$ cat config.mk
export PLATFORM = sky130hd
export DESIGN_NAME = sha256_byte_stream_hasher_core_flat
export DESIGN_NICKNAME = d
export VERILOG_FILES = /design/src/hw/rtl/sha_pkg.sv /design/src/hw/rtl/sha_if.sv /design/src/hw/rtl/sha_round.sv /design/src/hw/rtl/sha256_byte_stream_hasher_core.sv /design/src/flat_wrapper.sv
export SDC_FILE = /design/constraint.sdc
export NUM_CORES = 2
export LEC_CHECK = 0
export BUFFER_PORTS_ARGS = -buffer_cell sky130_fd_sc_hd__buf_2
export CAP_MARGIN = 0
export CELL_PAD_IN_SITES_DETAIL_PLACEMENT = 0
export CELL_PAD_IN_SITES_GLOBAL_PLACEMENT = 1
export CORE_MARGIN = 1.5
export CORE_UTILIZATION = 52
export CTS_BUF_LIST = sky130_fd_sc_hd__clkbuf_4 sky130_fd_sc_hd__clkbuf_8
export DETAILED_ROUTE_END_ITERATION = 6
export PLACE_DENSITY = 0.93
export SYNTH_ARGS = -nofsm -noshare
export SYNTH_HDL_FRONTEND = slang
export SYNTH_SLANG_ARGS = --single-unit
export TNS_END_PERCENT = 1
$ cat constraint.sdc
create_clock -name clk_i -period 20.6 [get_ports clk_i]
set_input_delay 2.06 -clock clk_i [delete_from_list [all_inputs] [get_ports clk_i]]
set_output_delay 2.06 -clock clk_i [all_outputs]
set_load 0.1 [all_outputs]
$ cat src/hw/rtl/sha_pkg.sv
// ----------------------------------------------------------------------------
// sha_pkg: shared types, constants and functions of the SHA-256 hasher
// Round constants, initial hash words and the sigma functions of the
// compression round.
// ----------------------------------------------------------------------------
package sha_pkg;

  typedef logic [31:0]      word_t;
  typedef word_t [7:0]      vars_t;   // index 0 is a, index 7 is h
  typedef word_t [15:0]     sched_t;  // index 0 is the oldest word

  localparam int unsigned NUM_ROUNDS = 64;
  localparam logic [7:0]  PAD_BYTE   = 8'h80;

  localparam vars_t INIT_H = {
    32'h5be0cd19, 32'h1f83d9ab, 32'h9b05688c, 32'h510e527f,
    32'ha54ff53a, 32'h3c6ef372, 32'hbb67ae85, 32'h6a09e667
  };

  localparam word_t ROUND_K [NUM_ROUNDS] = '{
    32'h428a2f98, 32'h71374491, 32'hb5c0fbcf, 32'he9b5dba5,
    32'h3956c25b, 32'h59f111f1, 32'h923f82a4, 32'hab1c5ed5,
    32'hd807aa98, 32'h12835b01, 32'h243185be, 32'h550c7dc3,
    32'h72be5d74, 32'h80deb1fe, 32'h9bdc06a7, 32'hc19bf174,
    32'he49b69c1, 32'hefbe4786, 32'h0fc19dc6, 32'h240ca1cc,
    32'h2de92c6f, 32'h4a7484aa, 32'h5cb0a9dc, 32'h76f988da,
    32'h983e5152, 32'ha831c66d, 32'hb00327c8, 32'hbf597fc7,
    32'hc6e00bf3, 32'hd5a79147, 32'h06ca6351, 32'h14292967,
    32'h27b70a85, 32'h2e1b2138, 32'h4d2c6dfc, 32'h53380d13,
    32'h650a7354, 32'h766a0abb, 32'h81c2c92e, 32'h92722c85,
    32'ha2bfe8a1, 32'ha81a664b, 32'hc24b8b70, 32'hc76c51a3,
    32'hd192e819, 32'hd6990624, 32'hf40e3585, 32'h106aa070,
    32'h19a4c116, 32'h1e376c08, 32'h2748774c, 32'h34b0bcb5,
    32'h391c0cb3, 32'h4ed8aa4a, 32'h5b9cca4f, 32'h682e6ff3,
    32'h748f82ee, 32'h78a5636f, 32'h84c87814, 32'h8cc70208,
    32'h90befffa, 32'ha4506ceb, 32'hbef9a3f7, 32'hc67178f2
  };

  function automatic word_t big_sig0(word_t x);
    return {x[1:0], x[31:2]} ^ {x[12:0], x[31:13]} ^ {x[21:0], x[31:22]};
  endfunction

  function automatic word_t big_sig1(word_t x);
    return {x[5:0], x[31:6]} ^ {x[10:0], x[31:11]} ^ {x[24:0], x[31:25]};
  endfunction

  function automatic word_t small_sig0(word_t x);
    return {x[6:0], x[31:7]} ^ {x[17:0], x[31:18]} ^ {3'b000, x[31:3]};
  endfunction

  function automatic word_t small_sig1(word_t x);
    return {x[16:0], x[31:17]} ^ {x[18:0], x[31:19]} ^ {10'd0, x[31:10]};
  endfunction

endpackage

$ cat src/hw/rtl/sha_if.sv
// ----------------------------------------------------------------------------
// sha_if: request channels of the SHA-256 hasher
// Byte input channel and digest word output channel, valid/ready handshake.
// ----------------------------------------------------------------------------
interface sha_in_if;
  logic       valid;
  logic       ready;
  logic [7:0] data_byte;
  logic       byte_present;
  logic       end_of_message;

  modport source (output valid, data_byte, byte_present, end_of_message, input ready);
  modport sink   (input valid, data_byte, byte_present, end_of_message, output ready);
endinterface

interface sha_out_if;
  logic        valid;
  logic        ready;
  logic [31:0] digest_word;
  logic [2:0]  word_index;
  logic        last_word;

  modport source (output valid, digest_word, word_index, last_word, input ready);
  modport sink   (input valid, digest_word, word_index, last_word, output ready);
endinterface

$ cat src/hw/rtl/sha_round.sv
// ----------------------------------------------------------------------------
// sha_round: one SHA-256 compression round
// Updates the working variables from the current schedule word and computes
// the schedule word sixteen rounds ahead.
// ----------------------------------------------------------------------------
module sha_round (
  input  sha_pkg::vars_t  vars_i,
  input  sha_pkg::sched_t sched_i,
  input  sha_pkg::word_t  k_i,
  output sha_pkg::vars_t  vars_o,
  output sha_pkg::word_t  w_new_o
);
  import sha_pkg::*;

  word_t t1;
  word_t t2;
  word_t ch;
  word_t maj;

  assign ch  = (vars_i[4] & vars_i[5]) ^ (~vars_i[4] & vars_i[6]);
  assign maj = (vars_i[0] & vars_i[1]) ^ (vars_i[0] & vars_i[2]) ^ (vars_i[1] & vars_i[2]);
  assign t1  = vars_i[7] + big_sig1(vars_i[4]) + ch + k_i + sched_i[0];
  assign t2  = big_sig0(vars_i[0]) + maj;

  always_comb begin
    vars_o[7] = vars_i[6];
    vars_o[6] = vars_i[5];
    vars_o[5] = vars_i[4];
    vars_o[4] = vars_i[3] + t1;
    vars_o[3] = vars_i[2];
    vars_o[2] = vars_i[1];
    vars_o[1] = vars_i[0];
    vars_o[0] = t1 + t2;
  end

  // W[i+16] from the window W[i] .. W[i+15]
  assign w_new_o = small_sig1(sched_i[14]) + sched_i[9] + small_sig0(sched_i[1]) + sched_i[0];

endmodule

$ cat src/hw/rtl/sha256_byte_stream_hasher_core.sv
// ----------------------------------------------------------------------------
// sha256_byte_stream_hasher_core: SHA-256 over a byte stream
// Packs bytes into 64-byte blocks, pads at end of message and emits the
// eight digest words.
// ----------------------------------------------------------------------------
// Usage:
//   in_i  carries one message byte per request (byte_present) and an
//         end_of_message flag; a request with neither flag set is a no-op.
//   out_o carries the digest, eight requests, word_index 0 first, last_word
//         on word 7.
// Sequence:
//   A byte that does not complete a block leaves in_i ready; the next byte can
//   follow immediately. The 64th byte of a block starts a compression: a
//   load state, 64 rounds on the single shared round unit and the chain add,
//   and in_i is not ready until the compression is done.
//   End of message: a pad state, then one compression, or two when 56 or
//   more bytes sit in the last block (with a length state between them), then
//   the eight digest words, one per cycle while out_o is ready.
// Reset: chain value, block buffer and counters return to the initial
//   state; the same happens after the last digest word is taken.
// Stall: while out_o is not ready the current word holds and no new input
//   is accepted.
// ----------------------------------------------------------------------------
module sha256_byte_stream_hasher_core (
  input  logic      clk_i,
  input  logic      rst_ni,
  sha_in_if.sink    in_i,
  sha_out_if.source out_o
);
  import sha_pkg::*;

  localparam logic [2:0] S_IDLE  = 3'd0;
  localparam logic [2:0] S_PAD   = 3'd1;
  localparam logic [2:0] S_LEN   = 3'd2;
  localparam logic [2:0] S_LOAD  = 3'd3;
  localparam logic [2:0] S_ROUND = 3'd4;
  localparam logic [2:0] S_ADD   = 3'd5;
  localparam logic [2:0] S_OUT   = 3'd6;

  // where to go once a compression is done
  localparam logic [1:0] RET_IDLE = 2'd0;
  localparam logic [1:0] RET_PAD  = 2'd1;
  localparam logic [1:0] RET_LEN  = 2'd2;
  localparam logic [1:0] RET_OUT  = 2'd3;

  localparam logic [5:0] LAST_BYTE  = 6'd63;
  localparam logic [5:0] LAST_ROUND = 6'(NUM_ROUNDS - 1);
  localparam logic [2:0] LAST_IDX   = 3'd7;

  logic [2:0]  state_q, state_d;
  logic [1:0]  ret_q, ret_d;
  logic [5:0]  cnt_q, cnt_d;
  logic [60:0] total_q, total_d;
  logic [5:0]  rnd_q, rnd_d;
  logic [2:0]  oidx_q, oidx_d;
  vars_t       chain_q, chain_d;
  sched_t      blk_q, blk_d;
  vars_t       vars_q, vars_d;
  sched_t      sched_q, sched_d;

  vars_t       rnd_vars;
  word_t       w_new;
  logic [63:0] bit_len;
  logic        in_acc;
  logic        out_acc;

  sha_round u_round (
    .vars_i  (vars_q),
    .sched_i (sched_q),
    .k_i     (ROUND_K[rnd_q]),
    .vars_o  (rnd_vars),
    .w_new_o (w_new)
  );

  assign bit_len = {total_q, 3'b000};

  assign in_i.ready        = (state_q == S_IDLE);
  assign out_o.valid       = (state_q == S_OUT);
  assign out_o.digest_word = chain_q[oidx_q];
  assign out_o.word_index  = oidx_q;
  assign out_o.last_word   = (oidx_q == LAST_IDX);

  assign in_acc  = in_i.valid && in_i.ready;
  assign out_acc = out_o.valid && out_o.ready;

  always_comb begin
    state_d = state_q;
    ret_d   = ret_q;
    cnt_d   = cnt_q;
    total_d = total_q;
    rnd_d   = rnd_q;
    oidx_d  = oidx_q;
    chain_d = chain_q;
    blk_d   = blk_q;
    vars_d  = vars_q;
    sched_d = sched_q;

    unique case (state_q)
      S_IDLE: begin
        if (in_acc) begin
          if (in_i.byte_present) begin
            blk_d[cnt_q[5:2]][{~cnt_q[1:0], 3'b000} +: 8] = in_i.data_byte;
            cnt_d   = cnt_q + 6'd1;
            total_d = total_q + 61'd1;
          end
          if (in_i.byte_present && cnt_q == LAST_BYTE) begin
            state_d = S_LOAD;
            ret_d   = in_i.end_of_message ? RET_PAD : RET_IDLE;
          end else if (in_i.end_of_message) begin
            state_d = S_PAD;
          end
        end
      end
      S_PAD: begin
        blk_d[cnt_q[5:2]][{~cnt_q[1:0], 3'b000} +: 8] = PAD_BYTE;
        // 56 bytes or more: length does not fit, it goes to an extra block
        if (cnt_q[5:3] == 3'b111) begin
          ret_d = RET_LEN;
        end else begin
          blk_d[14] = bit_len[63:32];
          blk_d[15] = bit_len[31:0];
          ret_d     = RET_OUT;
        end
        state_d = S_LOAD;
      end
      S_LEN: begin
        blk_d[14] = bit_len[63:32];
        blk_d[15] = bit_len[31:0];
        ret_d     = RET_OUT;
        state_d   = S_LOAD;
      end
      S_LOAD: begin
        sched_d = blk_q;
        vars_d  = chain_q;
        blk_d   = '0;
        rnd_d   = '0;
        state_d = S_ROUND;
      end
      S_ROUND: begin
        vars_d  = rnd_vars;
        sched_d = {w_new, sched_q[15:1]};
        rnd_d   = rnd_q + 6'd1;
        if (rnd_q == LAST_ROUND) begin
          state_d = S_ADD;
        end
      end
      S_ADD: begin
        for (int j = 0; j < 8; j++) begin
          chain_d[j] = chain_q[j] + vars_q[j];
        end
        unique case (ret_q)
          RET_IDLE: state_d = S_IDLE;
          RET_PAD:  state_d = S_PAD;
          RET_LEN:  state_d = S_LEN;
          RET_OUT: begin
            state_d = S_OUT;
            oidx_d  = '0;
          end
          default:  state_d = S_IDLE;
        endcase
      end
      S_OUT: begin
        if (out_acc) begin
          oidx_d = oidx_q + 3'd1;
          if (oidx_q == LAST_IDX) begin
            chain_d = INIT_H;
            cnt_d   = '0;
            total_d = '0;
            state_d = S_IDLE;
          end
        end
      end
      default: state_d = S_IDLE;
    endcase
  end

  always_ff @(posedge clk_i or negedge rst_ni) begin
    if (!rst_ni) begin
      state_q <= S_IDLE;
      ret_q   <= RET_IDLE;
      cnt_q   <= '0;
      total_q <= '0;
      rnd_q   <= '0;
      oidx_q  <= '0;
      chain_q <= INIT_H;
      blk_q   <= '0;
    end else begin
      state_q <= state_d;
      ret_q   <= ret_d;
      cnt_q   <= cnt_d;
      total_q <= total_d;
      rnd_q   <= rnd_d;
      oidx_q  <= oidx_d;
      chain_q <= chain_d;
      blk_q   <= blk_d;
    end
  end

  always_ff @(posedge clk_i) begin
    vars_q  <= vars_d;
    sched_q <= sched_d;
  end

`ifndef SYNTHESIS
  a_no_input_during_output: assert property (@(posedge clk_i) disable iff (!rst_ni)
    out_o.valid |-> !in_i.ready)
    else $error("input ready while digest pending");

  a_clean_after_digest: assert property (@(posedge clk_i) disable iff (!rst_ni)
    (out_acc && out_o.last_word) |=> (cnt_q == '0 && total_q == '0 && chain_q == INIT_H))
    else $error("state not restored after last digest word");

  a_rounds_end: assert property (@(posedge clk_i) disable iff (!rst_ni)
    (state_q == S_ROUND && rnd_q == LAST_ROUND) |=> (state_q == S_ADD))
    else $error("compression did not finish after the last round");

  a_block_cleared: assert property (@(posedge clk_i) disable iff (!rst_ni)
    (state_q == S_LOAD) |=> (blk_q == '0))
    else $error("block buffer not cleared at compression start");
`endif

endmodule
$ cat src/flat_wrapper.sv
// flat-port wrapper written by rule: the top's interface ports become plain ports
module sha256_byte_stream_hasher_core_flat import sha_pkg::*;
  (clk_i, rst_ni, in_i_valid, in_i_data_byte, in_i_byte_present, in_i_end_of_message, in_i_ready, out_o_valid, out_o_digest_word, out_o_word_index, out_o_last_word, out_o_ready);
  sha_in_if in_i_i ();
  sha_out_if out_o_i ();
  input  logic clk_i;
  input  logic rst_ni;
  input wire logic [$bits(in_i_i.valid)-1:0] in_i_valid;
  input wire logic [$bits(in_i_i.data_byte)-1:0] in_i_data_byte;
  input wire logic [$bits(in_i_i.byte_present)-1:0] in_i_byte_present;
  input wire logic [$bits(in_i_i.end_of_message)-1:0] in_i_end_of_message;
  output wire logic [$bits(in_i_i.ready)-1:0] in_i_ready;
  output wire logic [$bits(out_o_i.valid)-1:0] out_o_valid;
  output wire logic [$bits(out_o_i.digest_word)-1:0] out_o_digest_word;
  output wire logic [$bits(out_o_i.word_index)-1:0] out_o_word_index;
  output wire logic [$bits(out_o_i.last_word)-1:0] out_o_last_word;
  input wire logic [$bits(out_o_i.ready)-1:0] out_o_ready;
  assign in_i_i.valid = in_i_valid;
  assign in_i_i.data_byte = in_i_data_byte;
  assign in_i_i.byte_present = in_i_byte_present;
  assign in_i_i.end_of_message = in_i_end_of_message;
  assign in_i_ready = in_i_i.ready;
  assign out_o_valid = out_o_i.valid;
  assign out_o_digest_word = out_o_i.digest_word;
  assign out_o_word_index = out_o_i.word_index;
  assign out_o_last_word = out_o_i.last_word;
  assign out_o_i.ready = out_o_ready;
  sha256_byte_stream_hasher_core u_core (.clk_i(clk_i), .rst_ni(rst_ni), .in_i(in_i_i), .out_o(out_o_i));
endmodule
==> flow_summary_export.csv <==
group,metric,value,unit
outcome,status,"complete, no violations",
worst_hold_path,min_to,"u_core.sched_q[344]",
detailed_routing,drc,0,
sta,hold_viol,0,
critical_path,cpMaxStageDelayCell,"ha_1",
synthesis,netlist_instances,10300,
detailed_routing,vias,79500,
synthesis,synthTopCellsByCount,"2655 x nand2_1, 768 x edfxtp_1, 714 x o21ai_0, 713 x dfrtp_1, 677 x nor2_1",
final_layout,stdcell_area,105000,µm²
sta,rsz0062_at_grt,"no",
synthesis,syn_area_per_cell,9.37,µm²
critical_path,cp_slowest_stage_delay,0.82,ns
worst_hold_path,hold_depth,2,
pwr,peakVddDrop,0.0905,mV
synthesis,synth_edf_count,768,
sta,fin_ws,10.09,ns
critical_path,crit_required,21.39,ns
clocking,worst_skew_pair.late_latency,1.08,ns
synthesis,yosysTopAreaCellShare,23.9,%
critical_path,cp-start-kind,"flip-flop",
final_layout,drive_gt1_share,9.58,%
final_layout,area_delta_synth_final,8.74,%
synthesis,synthXorXnorAreaFrac,5.42,%
synthesis,synth_top_family_by_area,"simple AND/OR/NAND/NOR gates",
synthesis,ys_ff_latch,1617,
synthesis,synthMuxAreaShare,4.46,%
clocking,cts_resized,0,
pwr,power_density,63.4,nW/µm²
floorplanning,coreArea,185000,µm²
critical_path,worstPathArrival,11.30,ns
clocking,cts_tree,"built",
sta,max_freq,95.1,MHz
critical_path,path_max_fanout,27,
final_layout,nNetsFinal,10800,
clocking,cts_setup_buffers,0,
clocking,clkSlewWorstSetupHoldPaths,0.09,ns
placed_design,finalWeightedCongestion,1.00,
detailed_routing,drt_iter0_markers,9308,
critical_path,crit_family,"compound AO/OA/AOI/OAI gates",
critical_path,r2r_slack,10.09,ns
synthesis,synthesis.nets,10900,
critical_path,end_kind,"flip-flop",
floorplanning,fp.dieW,434,µm
clocking,cts_buffer_depth,4,
worst_hold_path,hold_class,"reg2reg",
pwr,p_leak,46.5,nW
synthesis,synth-adder-area-share,9.23,%
critical_path,r2r-end,"u_core.vars_q[31]",
sta,worst_slew_pin_slew,1.27,ns
critical_path,r2r-start,"u_core.rnd_q[0]",
synthesis,synth.distinct_cells,99,
clocking,root_buffer,"clkbuf_8",
floorplanning,die_y,434,µm
critical_path,ff2ff_path_depth,32,
clocking,cts_buffers,299,
critical_path,crit_cells,32,
synthesis,synth-compound-area-share,13.5,%
detailed_routing,ant_nets,0,
synthesis,yosysMostFrequentCell,"nand2_1",
placed_design,placed_area,98900,µm²
final_layout,multiInputGateArea,48800,µm²
synthesis,async_flop_share,52.5,%
critical_path,crit_buf_inv,5,
floorplanning,ioPinCount,52,
final_layout,seqCellArea,44500,µm²
sta,slew_violations,0,
synthesis,yosysTopAreaCell,"edfxtp_1",
sta,slew_headroom,15.1,%
grt,grt.total_usage,34.1,%
detailed_routing,drt-pass1-iter-count,6,
floorplanning,start_util,52.2,%
critical_path,crit_type,"reg2reg",
sta,timing.final.crit_share,51.0,%
sta,finalClockSkew,0.0951,ns
grt,grt_pass1_vias,76000,
detailed_routing,wl_per_cell,25.1,µm
grt,overflow,0,
placed_design,hpwl,226,mm
clocking,htree_num_levels,5,
sta,setup_viol,0,
final_layout,fillers,16100,
placed_design,dp_slack,10.40,ns
floorplanning,rows,158,
sta,tns,0,ns
detailed_routing,detail_route.vias_per_cell,6.15,
grt,grt_max_degree,181,
synthesis,ys_seq_area_share,46.0,%
detailed_routing,routed_wl,324,mm
run,cap_violations,0,
sta,layout_min_cycle_time,10.51,ns
placed_design,numPortBuffers,51,
synthesis,yosysWarnings,0,
grt,grt_pass1_wl,484,mm
synthesis,netlist_area,96700,µm²
clocking,ctsHoldBuffers,0,
synthesis,ys.flop_type,"edfxtp_1",
synthesis,synth_simple_gate_area_share,17.7,%
synthesis,synth.area.top_cells,"edfxtp_1 24%, dfrtp_1 18%, nand2_1 10%, ha_1 5.2%, fa_1 4.0%",
grt,antenna_found_initial,6,
floorplanning,die-area,188000,µm²
clocking,cts.sinks,1617,
-- layer usage --
metal | track usage (%) | routed length (µm) | vias up
li1 | - | - | 35500
met1 | 48.3 | 136000 | 39200
met2 | 50.3 | 141000 | 4040
met3 | 7.15 | 31500 | 766
met4 | 15.3 | 15800 | 4
met5 | 0 | 26 | -
-- per-stage QoR --
step / total power, mW / util (%) / hold WS (ns) / instances
after global routing: 6.84 / 56.8 / 0.500 / 12900
after CTS: 6.70 / 56.8 / 0.465 / 12900
final: 6.66 / 56.8 / 0.461 / 12900
after global placement: 3.49 / 53.5 / 0.461 / 12400
after floorplan: 3.44 / - / 0.450 / 10300
after detailed placement: 3.49 / 53.5 / 0.470 / 12400
-- layout by cell type (no fill, tap or decap), types with 18 or more instances in the layout --
| master | synthesis | final |
|---|---|---|
| nor2b_1 | 57 | 56 |
| nand3_1 | 219 | 219 |
| o21bai_1 | 47 | 47 |
| buf_4 | 2 | 110 |
| nor2_1 | 677 | 670 |
| fa_1 | 195 | 195 |
| or3_1 | 44 | 44 |
| clkinv_2 | 0 | 24 |
| mux2_2 | 40 | 40 |
| nand4_1 | 52 | 52 |
| edfxtp_1 | 768 | 768 |
| a22oi_1 | 63 | 63 |
| o21ai_1 | 51 | 50 |
| nand2_1 | 2655 | 2652 |
| xnor2_1 | 336 | 336 |
| o21a_1 | 54 | 53 |
| a21oi_1 | 534 | 533 |
| a31oi_1 | 85 | 85 |
| mux2i_1 | 228 | 228 |
| clkinv_1 | 0 | 24 |
| dfstp_2 | 136 | 136 |
| nor3_1 | 93 | 86 |
| mux4_2 | 70 | 70 |
| inv_1 | 350 | 348 |
| a21o_1 | 194 | 194 |
| o21ai_0 | 714 | 714 |
| o211ai_1 | 30 | 30 |
| buf_2 | 6 | 50 |
| dfrtp_1 | 713 | 705 |
| xor2_1 | 257 | 257 |
| o31ai_1 | 33 | 33 |
| ha_1 | 399 | 399 |
| o22ai_1 | 18 | 18 |
| o22a_1 | 25 | 25 |
| clkbuf_4 | 0 | 122 |
| clkbuf_8 | 0 | 345 |
| and3_1 | 78 | 77 |
| a211oi_1 | 61 | 61 |
| nand2b_1 | 71 | 71 |
| and2_1 | 58 | 56 |
-- cell families (layout without fill, tap and decap cells) --
logic type,count (synthesis),in the layout
DFF,1617,1617
buffers and inverters,928,1046
other,0,9
xor gates and xnor gates,595,595
AOI/OAI and AO/OA,2136,2136
adders and majority gates,597,597
and+or+nand+nor,4110,4110
muxes,338,338
-- how the worst max path moves through the flow --
| stage | slack [ns] | start | to |
|---|---|---|---|
| after detailed placement | 10.40 | u_core.rnd_q[0] | u_core.vars_q[31] |
| after global placement | 10.38 | u_core.rnd_q[0] | u_core.vars_q[31] |
| final | 10.09 | u_core.rnd_q[0] | u_core.vars_q[31] |
| after floorplan | 2.96 | u_core.state_q[0] | u_core.rnd_q[1] |
| after CTS | 10.35 | u_core.rnd_q[0] | u_core.vars_q[31] |
| after global routing | 9.69 | u_core.rnd_q[0] | u_core.vars_q[31] |
-- worst register-to-register path: cells and delay by family, from the launching register on --
family                     cells  cell delay (ns)
AOI/OAI and AO/OA             12             3.78
xor gates and xnor gates       2             0.54
adders and majority gates      7             3.26
buffers and inverters          5             0.84
DFF                            1             0.34
muxes                          1             0.28
and+or+nand+nor                5             1.23
-- report_power, final --
group	switching, mW	internal [mW]
clock	1.40	1.83
sequential	0.000743	3.36
combinational	0.0595	0.00647
-- final cells by class --
cell class                 instances  area share [%]
sequential                      1617            42.3
clock inverter                    62           0.452
multi-input combinational       7776            46.5
tap                             2480            2.95
timing repair buffer             166            1.13
clock buffer                     467            5.39
antenna                            9          0.0214
inverter                         351            1.26
No activity file was read; power rests on OpenSTA's default activity.
